<file path="src/rtl/core/lpm_pkg.sv">
`default_nettype none

package lpm_pkg;

    localparam int SLOTS      = 512;
    localparam int SLOT_BITS  = $clog2(SLOTS);
    localparam int KEY_BITS   = 64;
    localparam int VALUE_BITS = 32;
    localparam int COUNT_BITS = 10;

    localparam logic [COUNT_BITS-1:0] FULL_LIMIT = COUNT_BITS'((SLOTS * 3) / 4);
    localparam logic [31:0]           HASH_MULT  = 32'h045d9f3b;

    typedef enum logic [1:0] {
        CMD_SET    = 2'd0,
        CMD_GET    = 2'd1,
        CMD_REMOVE = 2'd2,
        CMD_NOP    = 2'd3
    } lpm_cmd_t;

    typedef enum logic [1:0] {
        ST_OK   = 2'd0,
        ST_MISS = 2'd1,
        ST_FULL = 2'd2,
        ST_ZERO = 2'd3
    } lpm_status_t;

    typedef struct packed {
        lpm_cmd_t              command;
        logic [KEY_BITS-1:0]   key;
        logic [VALUE_BITS-1:0] value;
    } lpm_req_t;

    typedef struct packed {
        lpm_status_t           status;
        logic [VALUE_BITS-1:0] found_value;
        logic [COUNT_BITS-1:0] entry_total;
    } lpm_rsp_t;

    typedef struct packed {
        logic [KEY_BITS-1:0]   key;
        logic [VALUE_BITS-1:0] value;
    } lpm_entry_t;

endpackage

`default_nettype wire

</file>
<file path="src/rtl/core/lpm_hash.sv">
`default_nettype none

module lpm_hash
    import lpm_pkg::*;
(
    input  logic                 clk,
    input  logic [KEY_BITS-1:0]  key,
    output logic [SLOT_BITS-1:0] home
);

    logic [31:0]          mixed;
    logic [31:0]          product;
    logic [SLOT_BITS-1:0] home_next;
    logic [SLOT_BITS-1:0] home_reg;

    // Only the low 32 bits of the product are kept, so a 32-bit multiply suffices.
    assign mixed     = key[35:4] ^ key[47:16];
    assign product   = mixed * HASH_MULT;
    assign home_next = product[SLOT_BITS-1:0];

    always_ff @(posedge clk)
    begin
        home_reg <= home_next;
    end

    assign home = home_reg;

endmodule

`default_nettype wire

</file>
<file path="config.mk">
export PLATFORM = sky130hd
export DESIGN_NAME = lpm_hash
export DESIGN_NICKNAME = d
export VERILOG_FILES = /design/src/rtl/core/lpm_pkg.sv /design/src/rtl/core/lpm_hash.sv
export SDC_FILE = /design/constraint.sdc
export NUM_CORES = 1
export LEC_CHECK = 0
export ABC_AREA = 1
export BUFFER_PORTS_ARGS = -buffer_cell sky130_fd_sc_hd__buf_2
export CORE_MARGIN = 2
export CORE_UTILIZATION = 35
export CTS_BUF_LIST = sky130_fd_sc_hd__clkbuf_4 sky130_fd_sc_hd__clkbuf_8 sky130_fd_sc_hd__clkbuf_16
export DETAILED_ROUTE_END_ITERATION = 10
export GPL_ROUTABILITY_DRIVEN = 0
export MAX_ROUTING_LAYER = met4
export PLACE_DENSITY = 0.65
export RECOVER_POWER = 50
export SYNTH_ARGS = -nofsm -noshare
export SYNTH_HDL_FRONTEND = slang
export SYNTH_SLANG_ARGS = --single-unit
</file>
<file path="constraint.sdc">
create_clock -name clk -period 4.95 [get_ports clk]
set_input_delay 0.99 -clock clk [delete_from_list [all_inputs] [get_ports clk]]
set_output_delay 0.99 -clock clk [all_outputs]
set_load 0.01 [all_outputs]
</file>
==> tab_implementation.tex <==
\begin{tabular}{lr}
\hline
Metric & Value \\
\hline
\multicolumn{2}{l}{\textbf{Outcome}} \\
Result of the run & complete, no violations \\
\multicolumn{2}{l}{\textbf{Finish}} \\
Synth-to-layout area growth & 18.9\% \\
Fill count & 356 \\
Sequential standard cell area & 180 sq um \\
Max FFs per register & 9 \\
Area used by multi-input combinational logic & approximately 780 sq um \\
Antenna diodes & 0 \\
Final net count & around 280 \\
Layout Cell Area excl Fill & about 0.0014 sq mm \\
Share of cells above drive strength 1 & 16.7\% \\
\multicolumn{2}{l}{\textbf{Clock tree}} \\
Count of clock tree sinks & 9 \\
Cts bufs inserted & 3 \\
Number of buffers added for setup after CTS & 0 \\
Post-cts sizing count & 0 \\
CTS Root Cell & clkbuf\_4 \\
Count of H-tree levels built during CTS & 1 \\
Clock slew seen by the registers of the worst setup and hold paths & roughly 0.06 ns \\
TritonCTS clock tree & done \\
Max clock buf depth & 2 \\
Hold buffer count at cts & 0 \\
\multicolumn{2}{l}{\textbf{Global route}} \\
Wire length of the first global-routing pass & $\sim$3100 um \\
Global routing usage summed across all routing layers & between 10 and 15\% \\
Largest net degree at the start of global routing & 6 \\
Via count of the first global-routing pass & 801 \\
Antenna violations before repair & 0 \\
Grt ovf & 0 \\
\multicolumn{2}{l}{\textbf{Timing}} \\
Hold Fails Final Rpt & 0 \\
Accumulated negative setup slack & 0 ns \\
Period minus WS final & just over 4 ns \\
Fmax achieved & about 250 MHz \\
Relative slew slack & between 70 and 80\% \\
Final count of negative-setup-slack endpoints & 0 \\
Slew Viols, Final & 0 \\
Unrepaired setup endpoints after global routing & false \\
Actual slew at the worst max-slew pin & 0.346 ns \\
Post-layout worst setup margin & $\sim$0.9 ns \\
Final worst-path cycle share & just over 80\% \\
\multicolumn{2}{l}{\textbf{Synth}} \\
Share of the synthesized area in the top cell type & a little over a fifth \\
Cell Area, Synth & $\sim$0.0012 sq mm \\
Async S/R FF share, synth & 0\% \\
Most frequently used cell type in the post-synthesis netlist & inv\_1 \\
Average size of a mapped cell & roughly 7.5 sq um \\
Count of yosys warnings during synthesis & 0 \\
Number of storage elements in the synthesis netlist & 9 \\
EDFF count, synth & 0 \\
Leading post-synthesis cells by instance count & 48 x inv\_1, 36 x nand2\_1, 20 x ha\_1, 12 x nand3\_1, 10 x fa\_1 \\
Post-synth top flop & dfxtp\_1 \\
Library cells used by synthesis & 14 \\
Most area-consuming cells after synthesis & ha\_1 22\%, fa\_1 17\%, dfxtp\_1 16\%, inv\_1 16\%, nand2\_1 12\% \\
Number of instances in the synthesized netlist & roughly 150 \\
Cell accounting for the most synthesized area & ha\_1 \\
Part of the Yosys area used for sequential elements & roughly 16\% \\
Number of nets produced by synthesis & between 200 and 250 \\
\multicolumn{2}{l}{\textbf{Routing}} \\
First drt pass iteration count & 4 \\
Count of antenna-violating nets left after detailed routing & 0 \\
Remaining routing DRC violations & 0 \\
Overall routed net length & around 1700 um \\
Vias per cell & slightly above 4 \\
Average routed wire per standard cell & around 7.6 um \\
Detailed-route via count & a little over 900 \\
DR iter-0 viols & 5 \\
\multicolumn{2}{l}{\textbf{Critical path}} \\
Crit. End Element & register \\
Required @ worst endpoint & 5.11 ns \\
Category of the critical setup timing path & input port to register \\
Data arrival time at the worst-slack endpoint & between 4 and 5 ns \\
Critical path startpoint & key[16] \\
Worst Setup Start Kind & input port \\
Capturing element of the worst setup path & home[8] \\
Worst Path Max Fanout & 4 \\
\multicolumn{2}{l}{\textbf{Power and ir drop}} \\
Clock power share & between 10\% and 20\% \\
Internal power & around 0.00032 W \\
Net load switching power & between 0.0002 and 0.0003 W \\
PnR Total Power & $\sim$0.0006 W \\
Logic gate share of total power & 69.9\% \\
Maximum vdd drop & about 0.19 mV \\
Sequential cell fraction of total power & between 10\% and 20\% \\
Power Density & 431 mW/mm\^{}2 \\
Static power due to leakage & 0.846 nW \\
Proportion of total power due to net switching & a little under half \\
\multicolumn{2}{l}{\textbf{Placement}} \\
Worst slack after detailed placement & 0.594 ns \\
Placed cell area & approximately 0.0014 sq mm \\
Port Buf Inserts & 27 \\
Dpl hpwl & about 1600 um \\
\multicolumn{2}{l}{\textbf{Floorplanning}} \\
Height of the die & 61.4 um \\
Die Footprint & about 0.0038 sq mm \\
Row cnt & 20 \\
Placeable Area & just over 0.003 sq mm \\
IO Count & 74 \\
Horizontal extent of the die & between 60 and 70 um \\
Initial Util & roughly 37\% \\
\multicolumn{2}{l}{\textbf{Flow run}} \\
Count of maximum capacitance violations & 0 \\
\multicolumn{2}{l}{\textbf{Min path}} \\
Hold/Removal Path Class & input port to register \\
\hline
\end{tabular}
cell usage in the layout (no fill, tap or decap), drive strengths merged:
cell	n
xor2	6
nor2	1
nand3	12
inv	48
dfxtp	9
buf	21
ha	20
a21oi	3
clkbuf	12
xnor2	3
nand2	41
fa	10
stage by stage:
step	hold WS, ns	instances	util [%]
floorplan	1.16	153	-
detailed placement	1.29	226	43.7
CTS	1.01	230	44.7
finish	1.12	230	44.1
global placement	1.28	226	43.7
global route	1.15	230	44.1
power groups by stage:
stage	clock, W	combinational, W	sequential, W
detailed placement	0	0.000428	0.000115
global route	0.0000726	0.000498	0.000116
CTS	0.0000672	0.000430	0.000113
finish	0.0000638	0.000412	0.000114
floorplan	0	0.000315	0.000133
global placement	0	0.000420	0.000115
metal layers:
metal	global-route usage, %	wire (um)	vias up
met5	-	0	-
met4	3.65	21	0
met3	3.15	121	4
met2	17.2	758	23
met1	14.9	844	384
li1	-	-	514
kinds of logic (layout without fill, tap and decap cells):
group | count (synthesis) | after routing | share of synthesized area, %
flip-flops | 9 | 9 | 15.7
adder cells (fa/ha/maj) | 30 | 30 | 39.1
XOR/XNOR | 9 | 9 | 7.50
AND/OR/NAND/NOR | 54 | 54 | 20.4
buffers and inverters | 48 | 81 | 15.7
AO/OA/AOI/OAI | 3 | 3 | 1.63
how the worst min path moves through the flow:
stage                      start       to  slack (ns)  cells past startpoint
after floorplan           key[4]  home[0]        1.16                      2
after global placement    key[4]  home[0]        1.28                      3
after detailed placement  key[4]  home[0]        1.29                      3
after CTS                 key[4]  home[0]        1.01                      3
after global routing      key[4]  home[0]        1.15                      3
final                     key[4]  home[0]        1.12                      3
worst max-delay path, stage by stage:
cell and delay, ns:
clkbuf_1 0.11, inv_1 0.06, nand2_2 0.06, nand2_1 0.14
xor2_1 0.20, inv_1 0.10, ha_1 0.14, nor2_1 0.06
fa_1 0.54, inv_1 0.04, ha_1 0.26, inv_1 0.05
fa_1 0.52, inv_1 0.04, ha_1 0.33, nand3_1 0.12
nand2_1 0.08, nand2_1 0.06, nand2_1 0.06, nand2_1 0.05
nand2_1 0.06, inv_1 0.04, nand3_1 0.06, nand2_1 0.05
layout make-up:
class | instances | share of cell area [%]
multi-input combinational | 96 | 57.2
sequential | 9 | 13.2
inverter | 48 | 13.2
timing repair buffer | 29 | 10.2
tap | 44 | 4.02
clock buffer | 4 | 2.19
No activity file was read; power rests on OpenSTA's default activity.
