**src/rtl/core/lpm_ram.sv**
```systemverilog
`default_nettype none

module lpm_ram #(
    parameter int WIDTH = 8,
    parameter int DEPTH = 16
) (
    input  logic                     clk,
    input  logic                     wr_en,
    input  logic [$clog2(DEPTH)-1:0] wr_addr,
    input  logic [WIDTH-1:0]         wr_data,
    input  logic [$clog2(DEPTH)-1:0] rd_addr,
    output logic [WIDTH-1:0]         rd_data
);

    logic [WIDTH-1:0] mem [DEPTH];
    logic [WIDTH-1:0] rd_data_reg;

    always_ff @(posedge clk)
    begin
        if (wr_en)
        begin
            mem[wr_addr] <= wr_data;
        end
        rd_data_reg <= mem[rd_addr];
    end

    assign rd_data = rd_data_reg;

endmodule

`default_nettype wire

```
**config.mk**
```make
export PLATFORM = sky130hd
export DESIGN_NAME = lpm_ram
export DESIGN_NICKNAME = d
export VERILOG_FILES = /design/src/rtl/core/lpm_ram.sv
export SDC_FILE = /design/constraint.sdc
export NUM_CORES = 1
export LEC_CHECK = 0
export BUFFER_PORTS_ARGS = -buffer_cell sky130_fd_sc_hd__buf_2
export CORE_MARGIN = 10
export CORE_UTILIZATION = 40
export CTS_CLUSTER_DIAMETER = 200
export DETAILED_ROUTE_END_ITERATION = 10
export PLACE_DENSITY = 0.58
export SYNTH_ARGS = -nofsm -noshare
export SYNTH_HDL_FRONTEND = slang
export SYNTH_SLANG_ARGS = --single-unit
export TNS_END_PERCENT = 20
```
**constraint.sdc**
```tcl
create_clock -name clk -period 1.7 [get_ports clk]
set_input_delay 0.17 -clock clk [delete_from_list [all_inputs] [get_ports clk]]
set_output_delay 0.17 -clock clk [all_outputs]
set_load 0.01 [all_outputs]
```
==> results by group, run 1 <==
Power
  • Combinational Power Share: 4.8%
  • Internal power: 6330 uW
  • Sequential power share: 48.5%
  • Pwr dens: 1240 mW/mm^2
  • Pleak: 0.00216 uW
  • P_sw: 1450 uW
  • Clk pwr share: 46.7%
  • Worst VDD drop: 0.528 mV
  • Sw Ratio: 18.7%

Detailed routing
  • Drt wl/cell: 21.2 microns
  • Via density: 5.06
  • Metal2 WL: 4.96 mm
  • Post-DRT Antenna Nets: 0
  • Drt initial violations: 222
  • Number of remaining DRC errors: 0
  • Top sig layer: met4
  • Final wirelength: 10.2 mm
  • Met3 wire len: 424 microns
  • Vias: 2418
  • Drt pass-1 iters: 4
  • Met1 wire length: 4.65 mm

Clocking
  • Clock Root Buffer: clkbuf_16
  • H-tree Lvls: 4
  • Cts hold-fix bufs: 0
  • Total CTS buffers: 17
  • Clk sink count: 136
  • Worst-path clk slew: 0.05 ns
  • PostCTS Resize Cnt: 0
  • Skew-Pair Late Insertion Delay: 0.41 ns
  • Buffers from clock root to sink, at most: 2
  • CTS tree: built
  • Setup repair bufs after CTS: 0

Timing
  • Rel. slew slack: 69.5%
  • RSZ-0062 raised after global routing: no
  • Final period util: 81.9%
  • Max Fclk: 0.718 GHz
  • Final hold viol count: 0
  • Setup tns final: 0 ns
  • # setup viols final: 0
  • Least-Margin Pin Slew: 0.457 ns
  • Final Critical Period: 1.39 ns
  • Max Clock Skew: 0.0138 ns
  • Slew Limit Fails: 0

Logic synthesis
  • Adder-Cell Fraction of Synth Area: 0%
  • Post-synthesis cell type count: 19
  • Multiplexer share of the synthesized area: 15.0%
  • Largest family of logic cells by synthesized area: multiplexers
  • Compound-Gate Fraction of Synth Area: 2.33%
  • Post-synthesis cell count: 229
  • Syn Area/Cell: 22.5 sq um
  • Seq/Total Area, Yosys: 77.8%
  • Post-synthesis xor/xnor area fraction: 0%
  • Register bit total from synthesis: 136
  • Number of flops mapped to enable cells by yosys: 128
  • Top FF cell, synth: edfxtp_1
  • Mapped Nets: 247
  • Post-synth ARST share: 0%
  • Ys Warns: 0
  • Simple-gate portion of the synthesized area: 3.18%
  • Post-Syn Area: 0.00515 sq mm

Placement
  • Inst Count DP: 446
  • DPL Wire Length: 6.68 mm
  • Placer Congestion: 0.761
  • Port Buf Inserts: 25

Job
  • Max-cap viol count: 0

Global route
  • GRT Total Usage: 12.2%
  • Largest net degree at the start of global routing: 33
  • Initial antenna violation count: 0
  • GR Overflow Total: 0
  • Vias in the first global route: 2639
  • First-pass GRT wire length: 15.9 mm

Setup path
  • Worst setup path category: register to register
  • Delay-heaviest family, CP: multiplexers
  • Critical Path Sink Type: register
  • WP buf/inv: 0
  • CP max-delay cell: mux4_1
  • Worst path cell trace: mux4_1, a22oi_1, nand2_1
  • Arrival time at the worst endpoint: 1.69 ns
  • Critical path data required time: 1.99 ns
  • Max incr delay on CP: 0.50 ns
  • Startpoint Class: register
  • Crit path max fanout: 1

Finish
  • Layout Cells excl Fill: 478
  • Register area: 0.00400 sq mm
  • Number of filler cells placed in the layout: 1074
  • Synth-to-Final Area Change: 21.8%
  • Number of flip-flops in the largest register: 128
  • Share of layout cells above drive strength 1: 32.4%
  • Nets: 311
  • Multi-input gate area: 0.00106 sq mm
  • Antenna diodes: 0

Die
  • Die ar.: 0.0178 sq mm
  • Num ports: 26
  • Die W: 133 microns
  • Core Footprint: 0.0126 sq mm
  • Initial core utilization: 40.8%
  • Row count: 41
  • Die H: 133 microns

Hold path
  • Tightest Hold Check Type: primary input to register

Status
  • Status: finished clean
==> layout make-up <==
class	count	area share, %
sequential	136	63.9
multi-input combinational	83	16.9
clock buffer	19	6.91
timing repair buffer	55	6.39
tap	172	3.43
clock inverter	13	2.53
==> layer usage <==
layer	GRT usage [%]	up-vias
met5	0	-
met4	4.59	0
met3	4.02	9
met2	18.0	56
met1	16.2	1254
li1	-	1099
==> per-stage QoR <==
| step | cell area [sq um] | util (%) | hold WS (ns) | total power, uW | worst slack [ns] |
|---|---|---|---|---|---|
| floorplan | 5150 | - | 0.269 | 4040 | 0.0371 |
| global placement | 5680 | 45.0 | 0.562 | 4210 | 0.0447 |
| detailed placement | 5680 | 45.0 | 0.568 | 4220 | 0.0278 |
| CTS | 6270 | 49.7 | 0.134 | 7860 | 0.313 |
| global route | 6270 | 49.7 | 0.148 | 8050 | 0.217 |
| finish | 6270 | 49.7 | 0.142 | 7780 | 0.307 |
==> cell usage after synthesis (2+ instances only) <==
cell	number	share of area [%]
mux4_2	18	7.9
nand2_1	9	0.66
nand3b_1	2	0.29
nor2_1	13	0.95
edfxtp_1	128	75
mux4_1	14	7.1
nand2b_1	2	0.24
nor3_1	4	0.39
dfxtp_1	8	3.1
a22oi_1	16	2.3
clkdlybuf4s25_2	3	0.58
buf_6	3	0.66
buf_2	3	0.29
==> worst reg2reg max path, stage by stage, from the launching register on <==
cell	delay (ns)
edfxtp_1	0.35
mux4_1	0.50
a22oi_1	0.32
nand2_1	0.11
==> cell usage in the layout (no fill, tap or decap), drive strengths merged <==
| master | count |
|---|---|
| nor2b | 1 |
| and2b | 1 |
| clkinv | 9 |
| and2 | 1 |
| buf | 55 |
| nor3 | 4 |
| dfxtp | 8 |
| a22oi | 16 |
| nor2 | 13 |
| clkbuf | 19 |
| nand3b | 2 |
| or3b | 1 |
| nand2 | 9 |
| bufinv | 4 |
| nand3 | 1 |
| nand2b | 2 |
| edfxtp | 128 |
| mux4 | 32 |
==> kinds of logic after synthesis <==
family	after synthesis
AO/OA/AOI/OAI	16
buffers and inverters	10
flip-flops	136
multiplexers	32
AND/OR/NAND/NOR	35
==> power groups by stage <==
stage               sequential [uW]  combinational (uW)  clock [uW]
CTS                            3770                 381        3700
finish                         3770                 373        3640
global route                   3780                 409        3860
floorplan                      3840                 190           0
detailed placement             3840                 379           0
global placement               3840                 374           0
==> worst paths after layout <==
| check | slack, ns | cells after the start | from | end |
|---|---|---|---|---|
| max | 0.31 | 3 | mem[1][5] | rd_data[5] |
| min | 0.14 | 1 | wr_data[1] | mem[11][1] |
| max reg2reg | 0.31 | 3 | mem[1][5] | rd_data[5] |
| min reg2reg | 0.66 | 3 | mem[12][3] | rd_data[3] |
No activity file was read; power rests on OpenSTA's default activity.
==> run 2, diff against run 1 <==
--- a/config.mk
+++ b/config.mk
@@ -5,12 +5,13 @@
 export SDC_FILE = /design/constraint.sdc
 export NUM_CORES = 1
 export LEC_CHECK = 0
+export ABC_AREA = 1
 export BUFFER_PORTS_ARGS = -buffer_cell sky130_fd_sc_hd__buf_2
 export CORE_MARGIN = 10
 export CORE_UTILIZATION = 40
 export CTS_CLUSTER_DIAMETER = 200
 export DETAILED_ROUTE_END_ITERATION = 10
-export PLACE_DENSITY = 0.58
+export PLACE_DENSITY = 0.56
 export SYNTH_ARGS = -nofsm -noshare
 export SYNTH_HDL_FRONTEND = slang
 export SYNTH_SLANG_ARGS = --single-unit
==> constraint.sdc (replaced) <==
create_clock -name clk -period 1.3 [get_ports clk]
set_input_delay 0.13 -clock clk [delete_from_list [all_inputs] [get_ports clk]]
set_output_delay 0.13 -clock clk [all_outputs]
set_load 0.01 [all_outputs]
==> results by group, run 2 <==
Setup path
  • R2r startpoint: mem[6][5]
  • CP max-delay cell: dfxtp_1
  • WP depth: 1 (-2)
  • Critical path data required time: 1.17 ns (-0.82 ns)
  • WP buf/inv: 1 (+1)
  • Critical Path Sink Type: primary output
  • Crit. Startpoint: rd_data[4]
  • Arrival time at the worst endpoint: 0.93 ns (-0.76 ns)
  • Worst setup endpoint: rd_data[4]
  • Reg2reg end: rd_data[5]
  • Worst path cell trace: buf_2
  • Crit path max fanout: 1 (unchanged)
  • Worst setup path category: register to primary output
  • Max incr delay on CP: 0.37 ns (-0.13 ns)
  • Delay-heaviest family, CP: flip-flops
  • Reg2Reg Setup Slack: 0.27 ns (-0.04 ns)
  • Worst reg2reg path depth: 6 (+3)
  • Startpoint Class: register

Clocking
  • Skew-Pair Late Insertion Delay: 0.41 ns (about the same)
  • H-tree Lvls: 4 (unchanged)
  • Total CTS buffers: 17 (unchanged)
  • Cts hold-fix bufs: 0 (unchanged)
  • CTS tree: built
  • Buffers from clock root to sink, at most: 2 (unchanged)
  • Clock Root Buffer: clkbuf_16
  • Worst-path clk slew: 0.06 ns (about the same)
  • Setup repair bufs after CTS: 0 (unchanged)
  • PostCTS Resize Cnt: 0 (unchanged)
  • Clk sink count: 136 (unchanged)

Finish
  • Antenna diodes: 0 (unchanged)
  • Commonest non-fill, non-tap cells in the layout: nand2_1, edfxtp_1, inv_1, nand3_1, buf_2
  • Share of layout cells above drive strength 1: 13.2% (-19 points)
  • Number of flip-flops in the largest register: 128 (unchanged)
  • Synth-to-Final Area Change: 18.0%
  • Multi-input gate area: 0.00121 sq mm (+15%)
  • Nets: 618 (+99%)
  • Most common cell after layout, fill and taps aside: nand2_1
  • Number of filler cells placed in the layout: 1272 (+18%)
  • Register area: 0.00400 sq mm (unchanged)

Timing
  • Slew Limit Fails: 0 (unchanged)
  • # setup viols final: 0 (unchanged)
  • Max Fclk: 0.942 GHz
  • Final period util: 81.7%
  • RSZ-0062 raised after global routing: no
  • Final Critical Period: 1.06 ns
  • Max Clock Skew: 0.00810 ns (-0.00570 ns)
  • Final hold viol count: 0 (unchanged)
  • Rel. slew slack: 74.1% (+4.6 points)
  • WHS: 0.0446 ns (-0.0970 ns)
  • Setup tns final: 0 ns (unchanged)
  • Least-Margin Pin Slew: 0.388 ns (-0.0686 ns)

Power
  • Worst VDD drop: 0.840 mV (+59%)
  • Internal power: 8100 uW (+28%)
  • Pwr dens: 1510 mW/mm^2 (+22%)
  • Combinational Power Share: 6.3% (+1.5 points)
  • Sequential power share: 48.0% (-0.5 points)
  • Clk pwr share: 45.7% (-1.0 points)
  • Pleak: 0.00296 uW (+37%)
  • P_sw: 2170 uW (+49%)
  • Sw Ratio: 21.1% (+2.5 points)

Detailed routing
  • Drt pass-1 iters: 5 (+1)
  • Number of remaining DRC errors: 0 (unchanged)
  • Final wirelength: 13.5 mm (+32%)
  • Vias: 3875 (+60%)
  • Drt wl/cell: 17.0 microns (-20%)
  • Post-DRT Antenna Nets: 0 (unchanged)
  • Via density: 4.89 (-3.4%)
  • Drt initial violations: 391 (+76%)

Logic synthesis
  • Cell taking the most area after synthesis: edfxtp_1
  • Adder-Cell Fraction of Synth Area: 0% (unchanged)
  • Compound-Gate Fraction of Synth Area: 0% (-2.3 points)
  • Syn Area/Cell: 10.5 sq um (-53%)
  • Cell with the most instances after synthesis: nand2_1
  • Top post-synthesis cells by area: edfxtp_1, nand2_1, nand3_1
  • Largest family of logic cells by synthesized area: simple AND/OR/NAND/NOR gates
  • Mapped Nets: 569 (+130%)
  • Post-synthesis xor/xnor area fraction: 0% (unchanged)
  • Seq/Total Area, Yosys: 69.4% (-8.4 points)
  • Post-Syn Area: 0.00577 sq mm (+12%)
  • Post-synthesis cell type count: 12 (-7)
  • Register bit total from synthesis: 136 (unchanged)
  • Simple-gate portion of the synthesized area: 21.0% (+18 points)
  • Synth top area share: 66.7% (-8.0 points)
  • Commonest cells in the netlist: nand2_1, edfxtp_1, inv_1, nand3_1, nor2_1
  • Multiplexer share of the synthesized area: 0% (-15 points)
  • Top FF cell, synth: edfxtp_1
  • Number of flops mapped to enable cells by yosys: 128 (unchanged)
  • Post-synth ARST share: 0% (unchanged)
  • Post-synthesis cell count: 551 (+140%)
  • Ys Warns: 0 (unchanged)

Global route
  • First-pass GRT wire length: 21.3 mm (+34%)
  • Vias in the first global route: 3710 (+41%)
  • Initial antenna violation count: 0 (unchanged)
  • GRT Total Usage: 14.1% (+2.0 points)
  • GR Overflow Total: 0 (unchanged)
  • Largest net degree at the start of global routing: 38 (+15%)

Die
  • Num ports: 26 (unchanged)
  • Row count: 43 (+4.9%)
  • Die W: 140 microns (+5.0%)
  • Initial core utilization: 41.2% (+0.44 points)
  • Core Footprint: 0.0140 sq mm (+11%)
  • Die ar.: 0.0196 sq mm (+10%)
  • Die H: 140 microns (+5.0%)

Placement
  • Placer Congestion: 0.809 (+6.3%)
  • Port Buf Inserts: 25 (unchanged)
  • DPL Wire Length: 8.63 mm (+29%)

Job
  • Max-cap viol count: 0 (unchanged)

Hold path
  • Tightest Hold Check Type: primary input to register

Status
  • Status: finished clean
[run 2: cell types whose count changed in the layout (fill, tap and decap cells not counted), moves of 3 or more]
cell,before,now
nand2_1,9,173
nor3_1,4,0
inv_1,0,100
clkbuf_1,2,5
mux4_1,14,0
clkinv_1,5,2
mux4_2,18,0
nand3_1,1,97
nor2_1,13,17
a22oi_1,16,0
[run 2: per-stage QoR]
| stage | setup WS [ns] | util, % | total power, uW | instances | cell area [sq um] |
|---|---|---|---|---|---|
| 4_1_cts | 0.230 | 48.6 | 10300 | 793 | 6800 |
| 3_5_place_dp | 0.0495 | 44.5 | 5670 | 761 | 6230 |
| 5_1_grt | 0.188 | 48.6 | 10600 | 793 | 6800 |
| 3_3_place_gp | 0.0867 | 44.5 | 5660 | 761 | 6230 |
| 6_report | 0.238 | 48.6 | 10300 | 793 | 6800 |
| 2_1_floorplan | 0.219 | - | 5380 | 551 | 5770 |
[run 2: logic make-up (layout without fill, tap and decap cells)]
family                 after synthesis  in the layout
DFF                                136            136
buffers and inverters              126            188
and+or+nand+nor                    289            289
[run 2: worst min path at each step]
stage | start | endpoint | slack, ns | cells after the start
3_3_place_gp | rd_addr[3] | rd_data[4] | 0.47 | 3
5_1_grt | rd_addr[3] | rd_data[4] | 0.05 | 3
6_report | rd_addr[3] | rd_data[4] | 0.04 | 3
3_5_place_dp | rd_addr[3] | rd_data[4] | 0.48 | 3
4_1_cts | rd_addr[3] | rd_data[4] | 0.04 | 3
2_1_floorplan | wr_data[0] | mem[0][0] | 0.23 | 0
[run 2: power by group through the flow]
stage | Sequential, uW | Combinational (uW) | Clock, uW
3_5_place_dp | 5020 | 651 | 0
4_1_cts | 4930 | 654 | 4750
2_1_floorplan | 5030 | 346 | 0
5_1_grt | 4940 | 715 | 4940
6_report | 4930 | 645 | 4690
3_3_place_gp | 5020 | 640 | 0
[run 2: area by class of cell]
type | count | share of cell area, %
clock inverter | 10 | 1.88
tap | 180 | 3.31
timing repair buffer | 54 | 5.96
clock buffer | 22 | 6.53
multi-input combinational | 289 | 17.8
sequential | 136 | 58.9
inverter | 102 | 5.63
[run 2: routing by layer]
metal | GRT usage (%) | share of wire [%]
met5 | 0 | 0
met4 | 6.58 | 2.8
met3 | 3.11 | 4.6
met2 | 21.6 | 46
met1 | 18.6 | 46
==> run 3, diff against run 2 <==
==> constraint.sdc (replaced) <==
create_clock -name clk -period 1 [get_ports clk]
set_input_delay 0.1 -clock clk [delete_from_list [all_inputs] [get_ports clk]]
set_output_delay 0.1 -clock clk [all_outputs]
set_load 0.01 [all_outputs]
==> results by group, run 3 (synthesized netlist as in run 2, its figures left out) <==
Status
  • Status: finished clean

Finish
  • Most common cell after layout, fill and taps aside: nand2_1
  • Antenna diodes: 0 (unchanged)
  • Number of flip-flops in the largest register: 128 (unchanged)
  • Nets: 628 (+1.6%)
  • Commonest non-fill, non-tap cells in the layout: nand2_1, edfxtp_1, inv_1, nand3_1, buf_4
  • Share of layout cells above drive strength 1: 20.1% (+6.9 points)
  • Fin area: 0.00706 sq mm (+3.8%)
  • Synth-to-Final Area Change: 22.5%

Power
  • Combinational Power Share: 7.2% (+0.9 points)
  • Pleak: 0.00308 uW (+4.0%)
  • P_sw: 2860 uW (+32%)
  • Clk pwr share: 44.6% (-1.1 points)
  • Pwr dens: 1880 mW/mm^2 (+25%)
  • Internal power: 10400 uW (+29%)
  • Worst VDD drop: 1.14 mV (+36%)
  • Sw Ratio: 21.5% (+0.41 points)
  • Sequential power share: 48.3% (+0.3 points)

Timing
  • Rel. slew slack: 73.8% (-0.33 points)
  • RSZ-0062 raised after global routing: yes
  • Least-Margin Pin Slew: 0.393 ns (+0.00447 ns)
  • # setup viols final: 0 (unchanged)
  • Final Critical Period: 0.964 ns
  • Max Fclk: 1.04 GHz
  • Slew Limit Fails: 0 (unchanged)
  • Setup tns final: 0 ns (unchanged)
  • Final period util: 96.4%
  • Final hold viol count: 0 (unchanged)
  • Worst Slack Setup Final: 0.0356 ns (-0.203 ns)
  • Max Clock Skew: 0.00673 ns (-0.00137 ns)

Global route
  • Initial antenna violation count: 0 (unchanged)
  • GR Overflow Total: 0 (unchanged)
  • GRT Total Usage: 14.1% (about the same)
  • Largest net degree at the start of global routing: 30 (-21%)
  • First-pass GRT wire length: 21.5 mm (+0.77%)
  • Vias in the first global route: 3746 (+0.97%)

Clocking
  • Buffers from clock root to sink, at most: 2 (unchanged)
  • CTS tree: built
  • Cts hold-fix bufs: 0 (unchanged)
  • Total CTS buffers: 17 (unchanged)
  • Clock Root Buffer: clkbuf_16
  • Setup repair bufs after CTS: 0 (unchanged)
  • H-tree Lvls: 4 (unchanged)
  • Clk sink count: 136 (unchanged)
  • Skew-Pair Late Insertion Delay: 0.42 ns (about the same)
  • Worst-path clk slew: 0.06 ns (about the same)

Die
  • Die W: 140 microns (unchanged)
  • Row count: 43 (unchanged)
  • Die ar.: 0.0196 sq mm (unchanged)
  • Die H: 140 microns (unchanged)
  • Num ports: 26 (unchanged)
  • Initial core utilization: 41.2% (unchanged)
  • Core Footprint: 0.0140 sq mm (unchanged)

Setup path
  • Critical path data required time: 0.90 ns (-0.27 ns)
  • Critical Path Sink Type: primary output
  • Crit path max fanout: 1 (unchanged)
  • WP buf/inv: 1 (unchanged)
  • Worst setup path category: register to primary output
  • Arrival time at the worst endpoint: 0.86 ns (-0.07 ns)
  • CP max-delay cell: dfxtp_2
  • R2r startpoint: mem[2][2]
  • Worst path cell trace: buf_2
  • Reg2Reg Setup Slack: 0.06 ns (-0.21 ns)
  • Crit. Startpoint: rd_data[5]
  • Startpoint Class: register
  • Max incr delay on CP: 0.32 ns (-0.05 ns)
  • Delay-heaviest family, CP: flip-flops

Detailed routing
  • Post-DRT Antenna Nets: 0 (unchanged)
  • Vias: 3910 (+0.90%)
  • Metal2 WL: 6.54 mm (+5.0%)
  • Top sig layer: met4
  • Number of remaining DRC errors: 0 (unchanged)
  • Final wirelength: 13.7 mm (+1.7%)
  • Drt wl/cell: 17.0 microns (+0.42%)
  • Met3 wire len: 658 microns (+6.5%)
  • Drt pass-1 iters: 5 (unchanged)
  • Via density: 4.87 (-0.35%)
  • Drt initial violations: 300 (-23%)
  • Met1 wire length: 6.21 mm (-0.45%)

Placement
  • Placer Congestion: 0.832 (+2.8%)
  • Placed cell area: 0.00634 sq mm (+1.8%)
  • DPL Wire Length: 8.90 mm (+3.2%)
  • Port Buf Inserts: 25 (unchanged)
  • Placement Setup Slack: -0.215 ns (-0.265 ns)

Hold path
  • Tightest Hold Check Type: primary input to register
  • Hold path start: rd_addr[3]

Job
  • Max-cap viol count: 0 (unchanged)
[run 3: cell types whose count changed in the layout (fill, tap and decap cells not counted), moves of 2 or more]
| cell | change |
|---|---|
| nand3_2 | +28 |
| dfxtp_1 | -3 |
| buf_12 | +3 |
| nand3_1 | -28 |
| clkinv_1 | -2 |
| buf_2 | -2 |
| buf_6 | +2 |
| buf_4 | +7 |
| dfxtp_2 | +3 |
[run 3: what timing repair did]
item,in CTS,in global routing
setup endpoints to repair,4,10
cloned,0,0
pin swaps,0,3
resized for setup,5,30
[run 3: power by group through the flow]
stage	Combinational, uW	Sequential, uW	Clock, uW
floorplan	450	6540	0
finish	951	6420	5920
global route	1050	6420	6280
global placement	877	6530	0
detailed placement	892	6530	0
CTS	905	6420	6000
[run 3: area by class of cell]
cell class / instances / area (sq um)
clock buffers: 23 / 458
clock inverters: 9 / 103
fillers: 1256 / 6930
inverters: 102 / 383
multi-input cells: 289 / 1360
flip-flops and latches: 136 / 4010
well taps: 180 / 225
repair buffers: 64 / 531
[run 3: stage by stage]
step                      std cells  hold slack (ns)  utilization, %  power [uW]
after floorplan                 551            0.199               -        6990
after global placement          771            0.466            45.3        7400
after detailed placement        771            0.445            45.3        7420
after CTS                       803           0.0242            49.5       13300
after global routing            803           0.0438            50.5       13800
final                           803           0.0361            50.5       13300
[run 3: path summary, 6_finish.rpt]
kind / to / cells after the start
worst max-delay path: rd_data[5] / 1
worst min-delay path: rd_data[4] / 3
worst max register to register: rd_data[2] / 6
worst min register to register: rd_data[1] / 6
[run 3: layer usage]
metal	up-vias	global-route usage, %
li1	1895	-
met1	1879	18.4
met2	118	21.9
met3	18	3.38
met4	0	6.09
met5	-	0
